`config.mk`:
```
export PLATFORM = sky130hd
export DESIGN_NAME = longest_hex_run_extractor
export DESIGN_NICKNAME = d
export VERILOG_FILES = /design/src/rtl/core/lhre_pkg.sv /design/src/rtl/core/lhre_ram.sv /design/src/rtl/core/lhre_scan.sv /design/src/rtl/core/lhre_emit.sv /design/src/rtl/core/longest_hex_run_extractor.sv
export VERILOG_INCLUDE_DIRS = /design/src /design/src/rtl/core
export SDC_FILE = /design/constraint.sdc
export NUM_CORES = 1
export LEC_CHECK = 0
export BUFFER_PORTS_ARGS = -buffer_cell sky130_fd_sc_hd__buf_4
export CAP_MARGIN = 20
export CORE_MARGIN = 2
export CORE_UTILIZATION = 40
export CTS_CLUSTER_DIAMETER = 60
export DETAILED_ROUTE_END_ITERATION = 6
export GPL_TIMING_DRIVEN = 0
export SLEW_MARGIN = 10
export SYNTH_ARGS = -nofsm -noshare
export SYNTH_HDL_FRONTEND = slang
export SYNTH_SLANG_ARGS = --single-unit
```
`constraint.sdc`:
```
create_clock -name clk_i -period 7 [get_ports clk_i]
set_input_delay 0.7 -clock clk_i [delete_from_list [all_inputs] [get_ports clk_i]]
set_output_delay 0.7 -clock clk_i [all_outputs]
set_load 0.05 [all_outputs]
```
`src/rtl/core/longest_hex_run_extractor_defines.svh`:
```
// ----------------------------------------------------------------------------
// longest hex run extractor assertion macros
// shared concurrent assertion forms, clocked on clk_i, quiet in reset
// ----------------------------------------------------------------------------
`ifndef LONGEST_HEX_RUN_EXTRACTOR_DEFINES_SVH
`define LONGEST_HEX_RUN_EXTRACTOR_DEFINES_SVH

// same-cycle implication
`define LHRE_ASSERT_NOW(label, ante, cons, msg) \
  label: assert property (@(posedge clk_i) disable iff (!rst_ni) \
    (ante) |-> (cons)) else $error(msg);

// next-cycle implication
`define LHRE_ASSERT_NEXT(label, ante, cons, msg) \
  label: assert property (@(posedge clk_i) disable iff (!rst_ni) \
    (ante) |=> (cons)) else $error(msg);

`endif

```
`src/rtl/core/lhre_pkg.sv`:
```
// ----------------------------------------------------------------------------
// lhre_pkg
// types, constants and helpers shared by the hex run extractor
// ----------------------------------------------------------------------------
package lhre_pkg;

  // parameter defaults
  localparam int TokenMaxDef   = 32;
  localparam int LengthBitsDef = 12;

  // configuration registers
  localparam int              CfgIdxW    = 1;
  localparam logic [CfgIdxW-1:0] CfgMaxCopy = 1'b0;
  localparam logic [CfgIdxW-1:0] CfgMinRun  = 1'b1;
  localparam logic [5:0]      MaxCopyRst = 6'd32;
  localparam logic [7:0]      MinRunRst  = 8'd8;

  // character codes
  localparam logic [7:0] ChDigit0 = 8'h30;
  localparam logic [7:0] ChDigit9 = 8'h39;
  localparam logic [7:0] ChUpperA = 8'h41;
  localparam logic [7:0] ChUpperF = 8'h46;
  localparam logic [7:0] ChLowerA = 8'h61;
  localparam logic [7:0] ChLowerF = 8'h66;
  localparam logic [7:0] CaseDiff = 8'd32;

  typedef struct packed {
    logic [7:0] rx_byte;
    logic       end_of_window;
  } rx_beat_t;

  typedef struct packed {
    logic [7:0] token_char;
    logic [5:0] token_length;
    logic       found;
    logic       last_char;
  } token_beat_t;

  // scanner to emitter, one pulse per closed window
  typedef struct packed {
    logic start;
    logic found;
    logic bank;
  } emit_ctl_t;

  function automatic logic is_hex(input logic [7:0] b);
    is_hex = (b >= ChDigit0 && b <= ChDigit9) ||
             (b >= ChUpperA && b <= ChUpperF) ||
             (b >= ChLowerA && b <= ChLowerF);
  endfunction

  function automatic logic [7:0] to_upper(input logic [7:0] b);
    if (b >= ChLowerA && b <= ChLowerF) begin
      to_upper = b - CaseDiff;
    end else begin
      to_upper = b;
    end
  endfunction

endpackage

```
`src/rtl/core/lhre_ram.sv`:
```
// ----------------------------------------------------------------------------
// lhre_ram
// generic single-write, single-read ram with registered read data
// ----------------------------------------------------------------------------
module lhre_ram #(
  parameter int Width = 8,
  parameter int Depth = 64
) (
  input  logic                     clk_i,
  input  logic                     wr_en_i,
  input  logic [$clog2(Depth)-1:0] wr_addr_i,
  input  logic [Width-1:0]         wr_data_i,
  input  logic                     rd_en_i,
  input  logic [$clog2(Depth)-1:0] rd_addr_i,
  output logic [Width-1:0]         rd_data_o
);

  logic [Width-1:0] mem_q [Depth];
  logic [Width-1:0] rd_data_q;

  always_ff @(posedge clk_i) begin
    if (wr_en_i) begin
      mem_q[wr_addr_i] <= wr_data_i;
    end
    // read data holds while no read is issued
    if (rd_en_i) begin
      rd_data_q <= mem_q[rd_addr_i];
    end
  end

  assign rd_data_o = rd_data_q;

endmodule

```
`src/rtl/core/lhre_scan.sv`:
```
// ----------------------------------------------------------------------------
// lhre_scan
// input register, run and best tracking, token bank writes
// ----------------------------------------------------------------------------
module lhre_scan #(
  parameter int TokenMax   = lhre_pkg::TokenMaxDef,
  parameter int LengthBits = lhre_pkg::LengthBitsDef,
  localparam int AddrW     = $clog2(2 * TokenMax),
  localparam int IdxW      = $clog2(TokenMax),
  localparam int CntW      = $clog2(TokenMax + 1)
) (
  input  logic                 clk_i,
  input  logic                 rst_ni,
  input  logic                 in_valid_i,
  output logic                 in_ready_o,
  input  lhre_pkg::rx_beat_t   in_i,
  input  logic [5:0]           max_copy_i,
  input  logic [7:0]           min_run_i,
  input  logic                 emit_busy_i,
  output lhre_pkg::emit_ctl_t  emit_ctl_o,
  output logic [CntW-1:0]      emit_copy_o,
  output logic                 wr_en_o,
  output logic [AddrW-1:0]     wr_addr_o,
  output logic [7:0]           wr_data_o
);

  localparam int CmpW = (LengthBits > 8) ? LengthBits : 8;
  localparam logic [CmpW-1:0] TokCmp = CmpW'(TokenMax);

  logic                  in_valid_q;
  lhre_pkg::rx_beat_t    in_q;
  logic                  proc;
  logic                  hex;
  logic                  closing;
  logic                  beats;
  logic                  found;
  logic [LengthBits-1:0] run_q, run_d, run_inc, run_eff;
  logic [LengthBits-1:0] best_q, best_d, best_c;
  logic                  sel_q, sel_d, sel_c;
  logic [CmpW-1:0]       limit, best_cmp;
  logic [IdxW-1:0]       wr_idx;

  assign proc       = in_valid_q && !emit_busy_i;
  assign in_ready_o = !in_valid_q || proc;

  always_ff @(posedge clk_i or negedge rst_ni) begin
    if (!rst_ni) begin
      in_valid_q <= 1'b0;
    end else if (in_ready_o) begin
      in_valid_q <= in_valid_i;
    end
  end

  always_ff @(posedge clk_i) begin
    if (in_ready_o && in_valid_i) begin
      in_q <= in_i;
    end
  end

  assign hex     = lhre_pkg::is_hex(in_q.rx_byte);
  assign run_inc = (run_q == '1) ? run_q : run_q + LengthBits'(1);
  assign run_eff = hex ? run_inc : run_q;
  assign closing = !hex || in_q.end_of_window;

  assign beats = closing && (run_eff != '0) && (CmpW'(run_eff) >= CmpW'(min_run_i)) &&
                 (run_eff > best_q);
  assign best_c = beats ? run_eff : best_q;
  assign sel_c  = sel_q ^ beats;

  assign best_cmp = CmpW'(best_c);
  assign found    = (best_c != '0) && (best_cmp >= CmpW'(min_run_i));

  always_comb begin
    if (max_copy_i == '0) begin
      limit = CmpW'(1);
    end else if (CmpW'(max_copy_i) > TokCmp) begin
      limit = TokCmp;
    end else begin
      limit = CmpW'(max_copy_i);
    end
  end

  assign emit_copy_o      = (best_cmp < limit) ? CntW'(best_cmp) : CntW'(limit);
  assign emit_ctl_o.start = proc && in_q.end_of_window;
  assign emit_ctl_o.found = found;
  assign emit_ctl_o.bank  = sel_c;

  always_comb begin
    run_d  = run_q;
    best_d = best_q;
    sel_d  = sel_q;
    if (proc) begin
      sel_d  = sel_c;
      run_d  = closing ? '0 : run_inc;
      best_d = in_q.end_of_window ? '0 : best_c;
    end
  end

  always_ff @(posedge clk_i or negedge rst_ni) begin
    if (!rst_ni) begin
      run_q  <= '0;
      best_q <= '0;
      sel_q  <= 1'b0;
    end else begin
      run_q  <= run_d;
      best_q <= best_d;
      sel_q  <= sel_d;
    end
  end

  // current run goes to the bank not holding the best token
  assign wr_idx    = IdxW'(run_q);
  assign wr_en_o   = proc && hex && (CmpW'(run_q) < TokCmp);
  assign wr_addr_o = sel_q ? AddrW'(wr_idx) : AddrW'(TokenMax) + AddrW'(wr_idx);
  assign wr_data_o = in_q.rx_byte;

endmodule

```
`src/rtl/core/lhre_emit.sv`:
```
// ----------------------------------------------------------------------------
// lhre_emit
// token read sequencer, read data stage and output register
// ----------------------------------------------------------------------------
`include "longest_hex_run_extractor_defines.svh"

module lhre_emit #(
  parameter int TokenMax = lhre_pkg::TokenMaxDef,
  localparam int AddrW   = $clog2(2 * TokenMax),
  localparam int IdxW    = $clog2(TokenMax),
  localparam int CntW    = $clog2(TokenMax + 1)
) (
  input  logic                  clk_i,
  input  logic                  rst_ni,
  input  lhre_pkg::emit_ctl_t   emit_ctl_i,
  input  logic [CntW-1:0]       emit_copy_i,
  output logic                  emit_busy_o,
  output logic                  rd_en_o,
  output logic [AddrW-1:0]      rd_addr_o,
  input  logic [7:0]            rd_data_i,
  output logic                  out_valid_o,
  input  logic                  out_ready_i,
  output lhre_pkg::token_beat_t out_o
);

  typedef enum logic [1:0] {
    StIdle = 2'b01,
    StRun  = 2'b10
  } emit_state_e;

  emit_state_e           state_q, state_d;
  logic [CntW-1:0]       idx_q, copy_q;
  logic                  bank_q, found_q;
  logic                  issue, issue_last, out_load;
  logic                  rd_valid_q, rd_found_q, rd_last_q;
  logic [5:0]            rd_len_q;
  logic                  out_valid_q;
  lhre_pkg::token_beat_t out_q;
  logic [IdxW-1:0]       rd_idx;

  assign out_load   = rd_valid_q && (!out_valid_q || out_ready_i);
  assign issue      = (state_q == StRun) && (!rd_valid_q || out_load);
  assign issue_last = (idx_q + CntW'(1)) == copy_q;

  always_comb begin
    state_d = state_q;
    unique case (state_q)
      StIdle: begin
        if (emit_ctl_i.start) begin
          state_d = StRun;
        end
      end
      StRun: begin
        if (issue && issue_last) begin
          state_d = StIdle;
        end
      end
      default: state_d = StIdle;
    endcase
  end

  always_ff @(posedge clk_i or negedge rst_ni) begin
    if (!rst_ni) begin
      state_q     <= StIdle;
      rd_valid_q  <= 1'b0;
      out_valid_q <= 1'b0;
    end else begin
      state_q <= state_d;
      if (issue) begin
        rd_valid_q <= 1'b1;
      end else if (out_load) begin
        rd_valid_q <= 1'b0;
      end
      if (out_load) begin
        out_valid_q <= 1'b1;
      end else if (out_ready_i) begin
        out_valid_q <= 1'b0;
      end
    end
  end

  always_ff @(posedge clk_i) begin
    if (state_q == StIdle && emit_ctl_i.start) begin
      idx_q   <= '0;
      bank_q  <= emit_ctl_i.bank;
      found_q <= emit_ctl_i.found;
      // not found is a single beat
      copy_q  <= emit_ctl_i.found ? emit_copy_i : CntW'(1);
    end else if (issue) begin
      idx_q <= idx_q + CntW'(1);
    end
    if (issue) begin
      rd_found_q <= found_q;
      rd_last_q  <= issue_last;
      rd_len_q   <= found_q ? 6'(copy_q) : 6'd0;
    end
    if (out_load) begin
      out_q.token_char   <= rd_found_q ? lhre_pkg::to_upper(rd_data_i) : 8'd0;
      out_q.token_length <= rd_len_q;
      out_q.found        <= rd_found_q;
      out_q.last_char    <= rd_last_q;
    end
  end

  assign rd_idx      = IdxW'(idx_q);
  assign rd_en_o     = issue && found_q;
  assign rd_addr_o   = bank_q ? AddrW'(TokenMax) + AddrW'(rd_idx) : AddrW'(rd_idx);
  assign emit_busy_o = (state_q != StIdle);
  assign out_valid_o = out_valid_q;
  assign out_o       = out_q;

  `LHRE_ASSERT_NOW(a_start_when_idle, emit_ctl_i.start, state_q == StIdle,
                   "window start while token emission still running")
  `LHRE_ASSERT_NOW(a_read_in_run, rd_en_o, state_q == StRun,
                   "token bank read outside emission")
  `LHRE_ASSERT_NEXT(a_last_issue_ends, issue && issue_last, state_q == StIdle,
                    "emission did not stop after final beat")
  `LHRE_ASSERT_NOW(a_not_found_single, out_valid_q && !out_q.found, out_q.last_char,
                   "not-found beat without last mark")

endmodule

```
`src/rtl/core/longest_hex_run_extractor.sv`:
```
// ----------------------------------------------------------------------------
// longest_hex_run_extractor
// finds the longest hex character run of a byte window and emits it
// ----------------------------------------------------------------------------
//
//   channel | dir | handshake             | payload
//   --------+-----+-----------------------+------------------------------------
//   in      | in  | in_valid_i/in_ready_o | rx_beat_t: rx_byte, end_of_window
//   out     | out | out_valid_o/out_ready_i | token_beat_t: char, length, found, last
//   cfg     | in  | cfg_valid_i/cfg_ready_o | cfg_index_i, cfg_data_i
//
// ordinary bytes: one beat per cycle while no token emission runs; the input
//   register feeds the run counter and the token bank write
// end of window: copy beats (one when nothing qualifies) leave at one per cycle
//   unless out stalls, paced by the single token bank read port; new bytes wait
//   in the input register until the last read has been issued
// first result beat path: input register, sequencer, bank read, output register
// reset: counters and bank select clear at once, no clearing pass; the token
//   banks are only read where the best run wrote them
// out stalls back up through the read stage and the sequencer to the input register
//
module longest_hex_run_extractor #(
  parameter int TokenMax   = lhre_pkg::TokenMaxDef,
  parameter int LengthBits = lhre_pkg::LengthBitsDef
) (
  input  logic                          clk_i,
  input  logic                          rst_ni,
  // byte stream
  input  logic                          in_valid_i,
  output logic                          in_ready_o,
  input  lhre_pkg::rx_beat_t            in_i,
  // token stream
  output logic                          out_valid_o,
  input  logic                          out_ready_i,
  output lhre_pkg::token_beat_t         out_o,
  // register writes
  input  logic                          cfg_valid_i,
  output logic                          cfg_ready_o,
  input  logic [lhre_pkg::CfgIdxW-1:0]  cfg_index_i,
  input  logic [7:0]                    cfg_data_i
);

  localparam int AddrW = $clog2(2 * TokenMax);
  localparam int CntW  = $clog2(TokenMax + 1);

  logic [5:0]          max_copy_q;
  logic [7:0]          min_run_q;
  lhre_pkg::emit_ctl_t emit_ctl;
  logic [CntW-1:0]     emit_copy;
  logic                emit_busy;
  logic                wr_en, rd_en;
  logic [AddrW-1:0]    wr_addr, rd_addr;
  logic [7:0]          wr_data, rd_data;

  // register writes are always taken
  assign cfg_ready_o = 1'b1;

  always_ff @(posedge clk_i or negedge rst_ni) begin
    if (!rst_ni) begin
      max_copy_q <= lhre_pkg::MaxCopyRst;
      min_run_q  <= lhre_pkg::MinRunRst;
    end else if (cfg_valid_i) begin
      unique case (cfg_index_i)
        lhre_pkg::CfgMaxCopy: max_copy_q <= cfg_data_i[5:0];
        lhre_pkg::CfgMinRun:  min_run_q  <= cfg_data_i;
        default: ;
      endcase
    end
  end

  // run tracking and bank writes
  lhre_scan #(
    .TokenMax   (TokenMax),
    .LengthBits (LengthBits)
  ) u_scan (
    .clk_i       (clk_i),
    .rst_ni      (rst_ni),
    .in_valid_i  (in_valid_i),
    .in_ready_o  (in_ready_o),
    .in_i        (in_i),
    .max_copy_i  (max_copy_q),
    .min_run_i   (min_run_q),
    .emit_busy_i (emit_busy),
    .emit_ctl_o  (emit_ctl),
    .emit_copy_o (emit_copy),
    .wr_en_o     (wr_en),
    .wr_addr_o   (wr_addr),
    .wr_data_o   (wr_data)
  );

  // two token banks, bank one at the upper half
  lhre_ram #(
    .Width (8),
    .Depth (2 * TokenMax)
  ) u_banks (
    .clk_i     (clk_i),
    .wr_en_i   (wr_en),
    .wr_addr_i (wr_addr),
    .wr_data_i (wr_data),
    .rd_en_i   (rd_en),
    .rd_addr_i (rd_addr),
    .rd_data_o (rd_data)
  );

  // token read-out
  lhre_emit #(
    .TokenMax (TokenMax)
  ) u_emit (
    .clk_i       (clk_i),
    .rst_ni      (rst_ni),
    .emit_ctl_i  (emit_ctl),
    .emit_copy_i (emit_copy),
    .emit_busy_o (emit_busy),
    .rd_en_o     (rd_en),
    .rd_addr_o   (rd_addr),
    .rd_data_i   (rd_data),
    .out_valid_o (out_valid_o),
    .out_ready_i (out_ready_i),
    .out_o       (out_o)
  );

endmodule
```
==> key figures <==
Synthesis
  – Async SR Flop Fraction: 7.20%
  – Yosys reg bits: 611
  – Post-synth top flop: edfxtp_1
  – Mapped Nets: 1422
  – Seq/Total Area, Yosys: 71.3%
  – Number of flops mapped to enable cells by yosys: 561
  – Synth warnings: 0
  – Top post-synthesis cells by area: edfxtp_1 (67%), mux4_2 (15%), dfrtp_1 (4.1%)
  – Share of the synthesized area in the top cell type: 66.5%
  – Most common cell in the netlist: edfxtp_1
  – Synthesized instance count: 1363
  – Mapped Area: 0.0253 mm2
  – Top cells by count, synth: edfxtp_1 (561), mux4_2 (168), nor2_1 (97)
  – Netlist cell types: 74
  – Yosys top cell by area: edfxtp_1
  – Average size of a mapped cell: 18.6 um2

STA
  – Final period util: 91.6%
  – Max-slew violations: 0
  – Clk_skew: 23.1 ps
  – Final hold slack: 115 ps
  – Final setup viols: 0
  – Relative slew slack: 31.3%
  – Sum Neg Setup Slack: 0 ps
  – Final WS setup: 586 ps
  – RSZ-0062 raised after global routing: false
  – Hold Fails Final Rpt: 0
  – Max Fclk: 0.156 GHz
  – Period minus WS final: 6410 ps
  – Worst-Margin Slew: 1030 ps

Routing
  – Drt pass-1 iters: 7
  – Drt wl/cell: 24.8 um
  – Initial DRC Count: 1374
  – Antenna Nets Post-Route: 0
  – Vias: 13254
  – Remaining DRCs: 0
  – Post-Route WL: 59500 um
  – Drt via density: 5.52

Clocking
  – CTS tree: built
  – CTS buffer count: 66
  – H-tree depth: 3
  – Root buffer cell: clkbuf_16
  – Number of clock sinks: 611
  – Reg clk slew, reported paths: 60 ps
  – Clk Latency, worst-skew pair: 600 ps
  – CTS Buffer Depth: 3

Final layout
  – Final nets: 1562
  – Synth-to-layout area growth: 16.0%
  – Layout cells sized above 1: 25.4%
  – Diode count: 0

Worst setup path
  – Reg2Reg Setup Slack: 590 ps
  – Critical path endpoint category: flip-flop
  – Worst Path Arrival: 6730 ps
  – Beginning of the worst register-to-register path: u_scan.wr_data_o[2]
  – Crit-path max cell delay: 440 ps
  – Critical path's top delay family: compound AO/OA/AOI/OAI gates
  – Most used cell, CP: a21oi_1
  – Crit path max fanout: 22
  – RR Endpoint: u_emit.copy_q[4]
  – Slowest-stage cell, CP: edfxtp_1
  – FF-to-FF path depth: 30
  – WP data required: 7310 ps
  – Crit path kind: reg -> reg
  – Buf/Inv on CP: 7
  – Setup crit start kind: flip-flop

Pwr
  – Comb power frac: 17.3%
  – Int Pwr: 6.90 mW
  – P_sw: 2.44 mW
  – Seq pwr share: 45.4%
  – P_leak: 9.50 nW
  – Power, Total: 9.34 mW
  – Switching part of the total power: 26.1%
  – PD cells: 318 mW/mm2
  – Clock Power Share: 37.3%
  – Maximum VDD drop: 0.142 mV

Floorplan
  – DIE AREA: 0.0654 mm2
  – Initial core utilization: 40.3%
  – I/O pin count: 42
  – Die Y: 256 um
  – Die span in x: 256 um
  – Core area: 0.0629 mm2
  – Core Rows: 92

Flow run
  – Max-cap violations: 0

Place
  – HPWL Detailed: 40300 um
  – PortBufs: 40
  – Place WS: -235 ps
  – RD Place Congestion: 0.889

GRT
  – Number of global-route vias before repair: 13175
  – Antenna violations before repair: 1
  – Largest net degree at the start of global routing: 45
  – First-pass GRT wire length: 88300 um
  – Total gr overflow: 0
  – Global-route usage over all layers: 18.3%

Hold path
  – Hold/Removal Path Class: in -> async

Outcome
  – Outcome: finished, final reports clean
## worst max-delay path by stage
stage                        start               end  depth (start not counted)
2_1_floorplan  u_scan.wr_data_o[4]  u_emit.copy_q[2]                         29
3_3_place_gp   u_scan.wr_data_o[1]  u_emit.copy_q[4]                         28
3_5_place_dp   u_scan.wr_data_o[4]  u_emit.copy_q[4]                         28
4_1_cts        u_scan.wr_data_o[6]  u_emit.copy_q[4]                         28
5_1_grt        u_scan.wr_data_o[2]  u_emit.copy_q[4]                         30
6_report       u_scan.wr_data_o[2]  u_emit.copy_q[4]                         30
## registers in the layout, indices dropped and copies added, names as in the netlist, 8 cells and up
name / count
u_scan.wr_data_o: 8
u_emit.out_o: 16
min_run_q: 8
u_banks.mem_q: 512
u_scan.best_q: 12
u_scan.run_q: 12
u_banks.rd_data_o: 8
## metrics by stage
stage	area (um2)	std cells	utilization, %
floorplan	25300	1363	-
global placement	26700	2249	42.5
detailed placement	27100	2269	43.1
CTS	29300	2390	46.6
global route	29400	2401	46.7
finish	29400	2401	46.7
## final cells by class
class / instances / area [um2]
Fill cell: 5293 / 33500
Sequential cell: 611 / 18100
Multi-Input combinational cell: 641 / 6810
Clock buffer: 78 / 1770
Tap cell: 846 / 1060
Timing Repair Buffer: 72 / 782
Clock inverter: 42 / 412
Buffer: 74 / 328
Inverter: 37 / 139
## layout by cell type (no fill, tap or decap), types with 22 or more instances in the layout
| cell type | instances |
|---|---|
| clkbuf_16 | 69 |
| inv_1 | 37 |
| nor2_1 | 96 |
| a21oi_1 | 34 |
| nand2_1 | 44 |
| o21ai_0 | 44 |
| dfrtp_1 | 41 |
| buf_1 | 24 |
| mux4_2 | 168 |
| ha_1 | 36 |
| edfxtp_1 | 561 |
| clkbuf_1 | 42 |
| nand3_1 | 22 |
| buf_4 | 57 |
## layer usage
layer	GRT usage [%]	vias up	wire, um
met5	0	-	13
li1	-	5802	-
met1	25.7	6935	25400
met3	3.08	77	3880
met2	29.7	438	29200
met4	4.58	2	1010
## cells by family (layout without fill, tap and decap cells)
family,after synthesis,count (layout),synth area share (%)
buf+inv,111,303,1.82
xor+xnor,17,17,0.662
compound gates,135,135,3.34
flops,611,611,71.3
simple gates,264,264,5.23
other cells,1,1,0.0148
mux,188,188,15.8
fa+ha+maj,36,36,1.78
## what timing repair did
action,in CTS,in global routing
buffers inserted,1,10
resized for setup,1,8
hold buffers,0,0
endpoints found under the setup margin,7,7
gates cloned,0,0
pin swaps,0,0
endpoints found under the hold margin,0,0
## power groups by stage
stage / logic, mW / registers (mW) / clock network [mW]
after floorplan: 0.879 / 4.41 / 0
after global placement: 1.38 / 4.47 / 0
after detailed placement: 1.60 / 4.33 / 0
after CTS: 1.61 / 4.25 / 3.55
after global routing: 1.72 / 4.24 / 3.69
final: 1.62 / 4.24 / 3.48
Note: power is estimated with default switching activity, not from simulation.
